<file path="src/sv/alir_pkg.sv">
// Shared command and status codes for the array list insert/remove block.
package alir_pkg;

  localparam int WORD_W  = 32;
  localparam int CMD_W   = 3;
  localparam int POS_W   = 4;
  localparam int STAT_W  = 2;
  localparam int EPOS_W  = 3;
  localparam int IN_TDATA_W  = 40;
  localparam int OUT_TDATA_W = 40;
  localparam int OUT_TUSER_W = 4;

  // Command codes; the two unused codes behave as a query.
  localparam logic [CMD_W-1:0] CMD_INS_FRONT = 3'd0;
  localparam logic [CMD_W-1:0] CMD_INS_END   = 3'd1;
  localparam logic [CMD_W-1:0] CMD_INS_AT    = 3'd2;
  localparam logic [CMD_W-1:0] CMD_REMOVE    = 3'd3;
  localparam logic [CMD_W-1:0] CMD_REPLACE   = 3'd4;
  localparam logic [CMD_W-1:0] CMD_QUERY     = 3'd5;

  localparam logic [STAT_W-1:0] ST_OK    = 2'd0;
  localparam logic [STAT_W-1:0] ST_FULL  = 2'd1;
  localparam logic [STAT_W-1:0] ST_RANGE = 2'd2;

  typedef enum logic [4:0] {
    S_IDLE   = 5'b00001,
    S_SHIFT  = 5'b00010,
    S_FIN    = 5'b00100,
    S_EMIT   = 5'b01000,
    S_SINGLE = 5'b10000
  } state_t;

endpackage

</file>
<file path="src/sv/array_list_insert_remove.sv">
// Top level of the bounded ordered list with insert, remove, replace and query commands.
// An error leads straight to its single result; otherwise entries shift where needed, the
//   command commits, and the list streams out, or a lone result marks a list left empty.
// A new command is taken only once the last result is registered; the store's single read port
//   both shifts entries and streams the list out, one per cycle while out_tready stays high.
// Reset (rst_n low, synchronous) empties the list; the store itself is not cleared.
module array_list_insert_remove
  import alir_pkg::*;
#(
  parameter int CAPACITY = 8
) (
  input  logic                   clk,
  input  logic                   rst_n,
  input  logic                   in_tvalid,
  output logic                   in_tready,
  input  logic [IN_TDATA_W-1:0]  in_tdata,   // value[31:0], position[35:32], zero fill
  input  logic [CMD_W-1:0]       in_tuser,   // command[2:0]
  output logic                   out_tvalid,
  input  logic                   out_tready,
  output logic [OUT_TDATA_W-1:0] out_tdata,  // entry_position[2:0], entry_value[34:3], zero fill
  output logic [OUT_TUSER_W-1:0] out_tuser,  // status[1:0], entry_present[2], is_empty[3]
  output logic                   out_tlast   // last
);

  // Index width for the store, and a count width that can hold CAPACITY itself.
  localparam int IW = (CAPACITY > 1) ? $clog2(CAPACITY) : 1;
  localparam int CW = $clog2(CAPACITY + 1);
  // Common width for comparing the position field against the count.
  localparam int XW = (CW > POS_W) ? CW : POS_W;
  localparam logic [CW-1:0] CAP_C = CW'(CAPACITY);

  state_t state_r, state_nxt;

  logic [CW-1:0]     count_r, count_nxt;
  logic              is_ins_r, is_ins_nxt;
  logic              is_rem_r, is_rem_nxt;
  logic              wr_val_r, wr_val_nxt;
  logic [WORD_W-1:0] val_r, val_nxt;
  logic [IW-1:0]     pos_r, pos_nxt;
  logic [STAT_W-1:0] err_r, err_nxt;

  // Shift sequencer: destination pointer and moves still to issue.
  logic [CW-1:0]     sh_left_r, sh_left_nxt;
  logic [IW-1:0]     dst_r, dst_nxt;
  logic              wr_pend_r, wr_pend_nxt;
  logic [IW-1:0]     wr_dst_r, wr_dst_nxt;

  // Emission: next index to read, and the tag of the word in the read register.
  logic [CW-1:0]     emit_idx_r, emit_idx_nxt;
  logic              rd_pend_r, rd_pend_nxt;
  logic [IW-1:0]     rd_pos_r, rd_pos_nxt;
  logic              rd_last_r, rd_last_nxt;

  // Output register.
  logic                  out_valid_r, out_valid_nxt;
  logic [STAT_W-1:0]     out_status_r, out_status_nxt;
  logic                  out_present_r, out_present_nxt;
  logic [EPOS_W-1:0]     out_epos_r, out_epos_nxt;
  logic [WORD_W-1:0]     out_value_r, out_value_nxt;
  logic                  out_empty_r, out_empty_nxt;
  logic                  out_last_r, out_last_nxt;

  // Store ports.
  logic              rd_en;
  logic [IW-1:0]     rd_addr;
  logic [WORD_W-1:0] rd_q;
  logic              wr_en;
  logic [IW-1:0]     wr_addr;
  logic [WORD_W-1:0] wr_data;

  // Command decode on the input fields.
  logic [CMD_W-1:0]  in_cmd;
  logic [POS_W-1:0]  in_pos;
  logic [WORD_W-1:0] in_val;
  logic              full;
  logic              pos_above;
  logic              pos_not_below;
  logic [STAT_W-1:0] acc_err;
  logic [IW-1:0]     acc_pos;
  logic [CW-1:0]     acc_moves;
  logic [IW-1:0]     acc_dst;
  logic              acc_ins;
  logic              acc_rem;
  logic              acc_wr;

  logic in_fire;
  logic out_fire;
  logic out_free;
  logic move;
  logic issue;

  assign in_cmd = in_tuser;
  assign in_val = in_tdata[WORD_W-1:0];
  assign in_pos = in_tdata[WORD_W+POS_W-1:WORD_W];

  assign in_tready = (state_r == S_IDLE);
  assign in_fire   = in_tvalid && in_tready;
  assign out_fire  = out_valid_r && out_tready;
  // The output register can take a new result at this edge.
  assign out_free  = !out_valid_r || out_fire;

  assign full          = (count_r >= CAP_C);
  assign pos_above     = (XW'(in_pos) > XW'(count_r));
  assign pos_not_below = (XW'(in_pos) >= XW'(count_r));

  always_comb begin
    acc_err   = ST_OK;
    acc_pos   = '0;
    acc_moves = '0;
    acc_dst   = '0;
    acc_ins   = 1'b0;
    acc_rem   = 1'b0;
    acc_wr    = 1'b0;
    case (in_cmd)
      CMD_INS_FRONT: begin
        if (full) begin
          acc_err = ST_FULL;
        end else begin
          acc_ins   = 1'b1;
          acc_wr    = 1'b1;
          acc_moves = count_r;
          acc_dst   = IW'(count_r);
        end
      end
      CMD_INS_END: begin
        if (full) begin
          acc_err = ST_FULL;
        end else begin
          acc_ins = 1'b1;
          acc_wr  = 1'b1;
          acc_pos = IW'(count_r);
        end
      end
      CMD_INS_AT: begin
        // A full list is reported before the position is looked at.
        if (full) begin
          acc_err = ST_FULL;
        end else if (pos_above) begin
          acc_err = ST_RANGE;
        end else begin
          acc_ins   = 1'b1;
          acc_wr    = 1'b1;
          acc_pos   = IW'(in_pos);
          acc_moves = count_r - CW'(in_pos);
          acc_dst   = IW'(count_r);
        end
      end
      CMD_REMOVE: begin
        if (pos_not_below) begin
          acc_err = ST_RANGE;
        end else begin
          acc_rem   = 1'b1;
          acc_pos   = IW'(in_pos);
          acc_moves = count_r - CW'(in_pos) - CW'(1);
          acc_dst   = IW'(in_pos);
        end
      end
      CMD_REPLACE: begin
        if (pos_not_below) begin
          acc_err = ST_RANGE;
        end else begin
          acc_wr  = 1'b1;
          acc_pos = IW'(in_pos);
        end
      end
      default: begin
        // Query and the unused codes change nothing and emit the list.
      end
    endcase
  end

  // An emitted word moves from the read register into the output register.
  assign move  = (state_r == S_EMIT) && rd_pend_r && out_free;
  assign issue = (state_r == S_EMIT) && (emit_idx_r != count_r) && (!rd_pend_r || move);

  // Store port selection. A shift write never overwrites an entry that is still to be moved.
  always_comb begin
    rd_en   = 1'b0;
    rd_addr = '0;
    if (state_r == S_SHIFT && sh_left_r != '0) begin
      rd_en   = 1'b1;
      rd_addr = is_rem_r ? dst_r + IW'(1) : dst_r - IW'(1);
    end else if (issue) begin
      rd_en   = 1'b1;
      rd_addr = IW'(emit_idx_r);
    end
  end

  assign wr_en   = wr_pend_r || (state_r == S_FIN && wr_val_r);
  assign wr_addr = wr_pend_r ? wr_dst_r : pos_r;
  assign wr_data = wr_pend_r ? rd_q : val_r;

  always_comb begin
    state_nxt       = state_r;
    count_nxt       = count_r;
    is_ins_nxt      = is_ins_r;
    is_rem_nxt      = is_rem_r;
    wr_val_nxt      = wr_val_r;
    val_nxt         = val_r;
    pos_nxt         = pos_r;
    err_nxt         = err_r;
    sh_left_nxt     = sh_left_r;
    dst_nxt         = dst_r;
    wr_pend_nxt     = 1'b0;
    wr_dst_nxt      = wr_dst_r;
    emit_idx_nxt    = emit_idx_r;
    rd_pend_nxt     = rd_pend_r;
    rd_pos_nxt      = rd_pos_r;
    rd_last_nxt     = rd_last_r;
    out_valid_nxt   = out_fire ? 1'b0 : out_valid_r;
    out_status_nxt  = out_status_r;
    out_present_nxt = out_present_r;
    out_epos_nxt    = out_epos_r;
    out_value_nxt   = out_value_r;
    out_empty_nxt   = out_empty_r;
    out_last_nxt    = out_last_r;

    case (state_r)
      S_IDLE: begin
        if (in_fire) begin
          is_ins_nxt  = acc_ins;
          is_rem_nxt  = acc_rem;
          wr_val_nxt  = acc_wr;
          val_nxt     = in_val;
          pos_nxt     = acc_pos;
          err_nxt     = acc_err;
          sh_left_nxt = acc_moves;
          dst_nxt     = acc_dst;
          if (acc_err != ST_OK) begin
            state_nxt = S_SINGLE;
          end else if (acc_moves != '0) begin
            state_nxt = S_SHIFT;
          end else begin
            state_nxt = S_FIN;
          end
        end
      end
      S_SHIFT: begin
        // One move issued a cycle; its write lands in the cycle after its read.
        if (sh_left_r != '0) begin
          wr_pend_nxt = 1'b1;
          wr_dst_nxt  = dst_r;
          dst_nxt     = is_rem_r ? dst_r + IW'(1) : dst_r - IW'(1);
          sh_left_nxt = sh_left_r - CW'(1);
        end else begin
          state_nxt = S_FIN;
        end
      end
      S_FIN: begin
        if (is_ins_r) begin
          count_nxt = count_r + CW'(1);
        end else if (is_rem_r) begin
          count_nxt = count_r - CW'(1);
        end
        emit_idx_nxt = '0;
        rd_pend_nxt  = 1'b0;
        state_nxt    = (count_nxt == '0) ? S_SINGLE : S_EMIT;
      end
      S_EMIT: begin
        if (move) begin
          out_valid_nxt   = 1'b1;
          out_status_nxt  = ST_OK;
          out_present_nxt = 1'b1;
          out_epos_nxt    = EPOS_W'(rd_pos_r);
          out_value_nxt   = rd_q;
          out_empty_nxt   = 1'b0;
          out_last_nxt    = rd_last_r;
        end
        if (issue) begin
          rd_pos_nxt   = IW'(emit_idx_r);
          rd_last_nxt  = ((emit_idx_r + CW'(1)) == count_r);
          emit_idx_nxt = emit_idx_r + CW'(1);
        end
        rd_pend_nxt = issue || (rd_pend_r && !move);
        if (!issue && !rd_pend_nxt) begin
          state_nxt = S_IDLE;
        end
      end
      S_SINGLE: begin
        // Error result, or the lone result of a list left empty.
        if (out_free) begin
          out_valid_nxt   = 1'b1;
          out_status_nxt  = err_r;
          out_present_nxt = 1'b0;
          out_epos_nxt    = '0;
          out_value_nxt   = '0;
          out_empty_nxt   = (count_r == '0);
          out_last_nxt    = 1'b1;
          state_nxt       = S_IDLE;
        end
      end
      default: begin
        state_nxt = S_IDLE;
      end
    endcase
  end

  always_ff @(posedge clk) begin
    if (!rst_n) begin
      state_r     <= S_IDLE;
      count_r     <= '0;
      sh_left_r   <= '0;
      wr_pend_r   <= 1'b0;
      emit_idx_r  <= '0;
      rd_pend_r   <= 1'b0;
      out_valid_r <= 1'b0;
    end else begin
      state_r     <= state_nxt;
      count_r     <= count_nxt;
      sh_left_r   <= sh_left_nxt;
      wr_pend_r   <= wr_pend_nxt;
      emit_idx_r  <= emit_idx_nxt;
      rd_pend_r   <= rd_pend_nxt;
      out_valid_r <= out_valid_nxt;
    end
  end

  always_ff @(posedge clk) begin
    is_ins_r      <= is_ins_nxt;
    is_rem_r      <= is_rem_nxt;
    wr_val_r      <= wr_val_nxt;
    val_r         <= val_nxt;
    pos_r         <= pos_nxt;
    err_r         <= err_nxt;
    dst_r         <= dst_nxt;
    wr_dst_r      <= wr_dst_nxt;
    rd_pos_r      <= rd_pos_nxt;
    rd_last_r     <= rd_last_nxt;
    out_status_r  <= out_status_nxt;
    out_present_r <= out_present_nxt;
    out_epos_r    <= out_epos_nxt;
    out_value_r   <= out_value_nxt;
    out_empty_r   <= out_empty_nxt;
    out_last_r    <= out_last_nxt;
  end

  alir_store #(
    .DEPTH (CAPACITY),
    .IW    (IW)
  ) u_store (
    .clk     (clk),
    .rd_en   (rd_en),
    .rd_addr (rd_addr),
    .rd_data (rd_q),
    .wr_en   (wr_en),
    .wr_addr (wr_addr),
    .wr_data (wr_data)
  );

  assign out_tvalid = out_valid_r;
  assign out_tdata  = {{(OUT_TDATA_W - WORD_W - EPOS_W){1'b0}}, out_value_r, out_epos_r};
  assign out_tuser  = {out_empty_r, out_present_r, out_status_r};
  assign out_tlast  = out_last_r;

  // The list never grows beyond its capacity.
  a_count_bound: assert property (@(posedge clk) disable iff (!rst_n)
    count_r <= CAP_C)
    else $error("entry count above capacity");

  // A pending shift write only exists while shifting or just as the commit starts.
  a_wr_pend_phase: assert property (@(posedge clk) disable iff (!rst_n)
    wr_pend_r |-> (state_r == S_SHIFT || state_r == S_FIN))
    else $error("shift write outside the shift phase");

  // An accepted command always takes the block out of idle for the next cycle.
  a_busy_after_accept: assert property (@(posedge clk) disable iff (!rst_n)
    in_fire |=> !in_tready)
    else $error("input accepted twice in a row");

  // A word in flight from the store belongs to the emission phase.
  a_rd_pend_phase: assert property (@(posedge clk) disable iff (!rst_n)
    rd_pend_r |-> state_r == S_EMIT)
    else $error("read pending outside emission");

  // A result carrying an entry is never marked as coming from an empty list.
  a_present_not_empty: assert property (@(posedge clk) disable iff (!rst_n)
    (out_valid_r && out_present_r) |-> (!out_empty_r && out_status_r == ST_OK))
    else $error("entry result with empty or error flags");

endmodule

</file>
<file path="src/sv/alir_store.sv">
// Entry store: one write port and one registered read port.
module alir_store
  import alir_pkg::*;
#(
  parameter int DEPTH = 8,
  parameter int IW    = 3
) (
  input  logic              clk,
  input  logic              rd_en,
  input  logic [IW-1:0]     rd_addr,
  output logic [WORD_W-1:0] rd_data,
  input  logic              wr_en,
  input  logic [IW-1:0]     wr_addr,
  input  logic [WORD_W-1:0] wr_data
);

  logic [WORD_W-1:0] mem [DEPTH];

  always_ff @(posedge clk) begin
    if (wr_en) begin
      mem[wr_addr] <= wr_data;
    end
  end

  // The read register holds its value while no read is issued.
  always_ff @(posedge clk) begin
    if (rd_en) begin
      rd_data <= mem[rd_addr];
    end
  end

endmodule
</file>
<file path="config.mk">
export PLATFORM = sky130hd
export DESIGN_NAME = array_list_insert_remove
export DESIGN_NICKNAME = d
export VERILOG_FILES = /design/src/sv/alir_pkg.sv /design/src/sv/array_list_insert_remove.sv /design/src/sv/alir_store.sv
export SDC_FILE = /design/constraint.sdc
export NUM_CORES = 1
export LEC_CHECK = 0
export ABC_CLOCK_PERIOD_IN_PS = 2900
export BUFFER_PORTS_ARGS = -buffer_cell sky130_fd_sc_hd__buf_2
export CAP_MARGIN = 20
export CORE_UTILIZATION = 53
export DETAILED_ROUTE_END_ITERATION = 8
export PLACE_DENSITY = 0.74
export SLEW_MARGIN = 30
export SYNTH_ARGS = -nofsm -noshare
export SYNTH_HDL_FRONTEND = slang
export SYNTH_SLANG_ARGS = --single-unit
</file>
<file path="constraint.sdc">
create_clock -name clk -period 2.9 [get_ports clk]
set_clock_uncertainty 0.05 [all_clocks]
set_input_delay 0.435 -clock clk [delete_from_list [all_inputs] [get_ports clk]]
set_output_delay 0.435 -clock clk [all_outputs]
set_load 0.05 [all_outputs]
</file>
==> impl_metrics.env <==
export IMPL_drc=7
export IMPL_p_per_area_nw_per_um2=609
export IMPL_fillers=2140
export IMPL_seq_area_frac_synth_pct=70.3
export IMPL_crit_arrival_ps=3120
export IMPL_synth_area_per_cell_um2=16.0
export IMPL_p_total_w=0.0120
export IMPL_cpLargestDelayFamily="compound AO/OA/AOI/OAI gates"
export IMPL_htreeDepth=2
export IMPL_r2r_start="count_r[3]"
export IMPL_routed_wl_um=37100
export IMPL_crit_fanout=13
export IMPL_grt_max_degree=55
export IMPL_ys_types=66
export IMPL_portBuffers=84
export IMPL_ys_seq_elements=398
export IMPL_grt_pass1_vias=9869
export IMPL_synth_ff_type="edfxtp_1"
export IMPL_grt_ovfl_total=0
export IMPL_rows=64
export IMPL_place_congestion=0.848
export IMPL_setup_violations=0
export IMPL_maxCapViolations=0
export IMPL_crit_end="u_store.rd_data[19]"
export IMPL_worstSkewPairLatency_ps=550
export IMPL_firstDrtPassIters=8
export IMPL_fin_area_um2=19700
export IMPL_syn_area_um2=16700
export IMPL_worstPathCellList="xor2_1 -> or4_4 -> nand3_4 -> inv_4 -> a32o_2 -> clkbuf_16 -> a211o_1 -> a32o_1"
export IMPL_layout_area_seq_um2=11800
export IMPL_yosys_warnings=0
export IMPL_rr_endpoint="u_store.rd_data[19]"
export IMPL_r2r_cells=8
export IMPL_critPathKind="flop to flop"
export IMPL_status="complete, but fails checks"
export IMPL_cts_tree="built"
export IMPL_hpwl_um=21000
export IMPL_intPower_w=0.00945
export IMPL_worstMarginPinSlew_ps=565
export IMPL_synth_async_sr_flop_share_pct=0
export IMPL_pwr_share_comb_pct=5.0
export IMPL_fp_dieArea_um2=32300
export IMPL_syn_to_final_growth_pct=18.1
export IMPL_min_period_ps=2880
export IMPL_grt_pass1_wl_um=54400
export IMPL_leakage_nw=7.09
export IMPL_worstSetupEndpointType="flop"
export IMPL_path_clk_slew_ps=60
export IMPL_drt_iter0_drc=916
export IMPL_clkPwrFrac_pct=41.0
export IMPL_chipWidth_um=180
export IMPL_required_ps=3140
export IMPL_drive_gt1_share_pct=24.4
export IMPL_netSwitchingFraction_pct=21.4
export IMPL_cts_sinks=398
export IMPL_hold_viol=0
export IMPL_cts_root_buf="clkbuf_16"
export IMPL_vias_per_cell=6.06
export IMPL_finalCritPeriodShare_pct=99.3
export IMPL_syn_inst=1043
export IMPL_pin_count=94
export IMPL_r2r_slack_ps=20
export IMPL_core_area_um2=30800
export IMPL_synth_edff_count=378
export IMPL_clockBufferDepth=3
export IMPL_dpl_cell_area_um2=18100
export IMPL_grt_use_total_pct=21.9
export IMPL_slew_viol_final=0
export IMPL_final_common_cell="edfxtp_1"
export IMPL_p_sw_w=0.00258
export IMPL_seqPwrFrac_pct=54.0
export IMPL_startpoint_type="flop"
export IMPL_postRouteAntennaNets=0
export IMPL_fin_nets=1268
export IMPL_detailroute_via_count=9913
export IMPL_holdCritPathClass="input port to flop"
export IMPL_crit_cells=8
export IMPL_multi_input_area_um2=4580
export IMPL_cpPeakStageDelay_ps=580
export IMPL_most_common_layout_cells="edfxtp_1, mux2i_1, buf_2, a211o_1, buf_4"
export IMPL_die_height_um=180
export IMPL_path_buf_inv=2
export IMPL_max_vdd_ir_drop_uv=353
export IMPL_antenna_cells=0
export IMPL_cp_startpoint="count_r[3]"
export IMPL_slowest_stage="or4_4"
export IMPL_initial_core_util_pct=54.2
export IMPL_slew_headroom_pct=62.3
export IMPL_antenna_found_initial=0
export IMPL_numCtsBuffers=41
export IMPL_drt_wirelength_per_cell_um=22.7
export IMPL_violations="DRC"
export IMPL_max_freq_mhz=347
[Yosys cell counts (20+ instances only)]
library cell    n  area share (%)
edfxtp_1      378              68
mux2i_1       130             7.8
a211o_1        60             3.1
o21ai_0        46             1.4
and2_1         39             1.5
a32o_1         35             2.1
mux2_2         33             2.2
nor2_1         33            0.74
clkbuf_1       28            0.63
inv_1          24            0.54
nand2_1        22            0.49
a21oi_1        20            0.60
dfxtp_1        20             2.4
[layer usage]
| metal | track usage, % | wire (um) | up-vias |
|---|---|---|---|
| met4 | 6.62 | 954 | 0 |
| met1 | 28.6 | 15700 | 5041 |
| met2 | 37.9 | 18400 | 345 |
| li1 | - | - | 4453 |
| met3 | 3.53 | 2010 | 74 |
| met5 | 0 | 0 | - |
[area by class of cell]
class	count	area share, %
clock buffer	52	5.41
clock inverter	21	0.887
inverter	26	0.507
multi-input combinational	561	23.2
sequential	398	59.5
tap	396	2.51
timing repair buffer	182	7.95
[power by group through the flow]
stage,Combinational (W),Sequential [W],Clock [W]
floorplan,0.000348,0.00663,0
global placement,0.000552,0.00661,0
detailed placement,0.000575,0.00661,0
CTS,0.000588,0.00650,0.00499
global route,0.000656,0.00650,0.00521
finish,0.000599,0.00650,0.00493
[worst min-delay path by stage]
stage | slack, ps | to | cells past startpoint | from
floorplan | 380 | wr_dst_r[1] | 0 | dst_r[1]
global placement | 390 | wr_dst_r[1] | 0 | dst_r[1]
detailed placement | 400 | wr_dst_r[1] | 0 | dst_r[1]
CTS | 0.6 | val_r[1] | 1 | in_tdata[1]
global route | 3 | val_r[4] | 1 | in_tdata[4]
finish | 20 | val_r[1] | 1 | in_tdata[1]
[worst register-to-register path, cell delays in order, from the launching register on]
cell,delay [ps]
dfxtp_1,460
xor2_1,180
or4_4,580
nand3_4,130
inv_4,90
a32o_2,350
clkbuf_16,230
a211o_1,310
a32o_1,250
[sequential cells by signal, indices dropped and copies added (netlist names), 3 cells and up]
signal	flops
state_r	5
out_epos_r	3
dst_r	3
wr_dst_r	3
pos_r	3
emit_idx_r	4
rd_pos_r	3
u_store.mem	256
count_r	4
out_value_r	32
val_r	32
u_store.rd_data	32
sh_left_r	4
[repair_timing]
action,4_1_cts,5_1_grt
gates resized for setup,1,9
cloned,0,8
hold endpoints to repair,10,0
hold buffers,10,0
pin swaps,0,4
endpoints found under the setup margin,1,27
setup buffers,0,10
[metrics by stage]
| stage | hold WS (ps) | setup WS [ps] | TNS (ps) | cells | utilization (%) |
|---|---|---|---|---|---|
| floorplan | 376 | -143 | -24480 | 1047 | - |
| finish | 16.0 | 20.7 | 0 | 1636 | 64.0 |
| detailed placement | 402 | -40.4 | -66.0 | 1535 | 58.6 |
| global route | 2.51 | -19.4 | -265 | 1636 | 64.0 |
| CTS | 0.598 | 10.5 | 0 | 1618 | 63.0 |
| global placement | 388 | 71.3 | 0 | 1535 | 58.6 |
[kinds of logic after synthesis]
kind of cell    Yosys count  share of synthesized area (%)
compound gates          213                           9.71
xor+xnor                 17                          0.935
fa+ha+maj                11                          0.913
buf+inv                  88                           3.06
flops                   398                           70.3
mux                     163                           10.0
other cells               1                         0.0224
simple gates            152                           5.08
No activity file was read; power rests on OpenSTA's default activity.
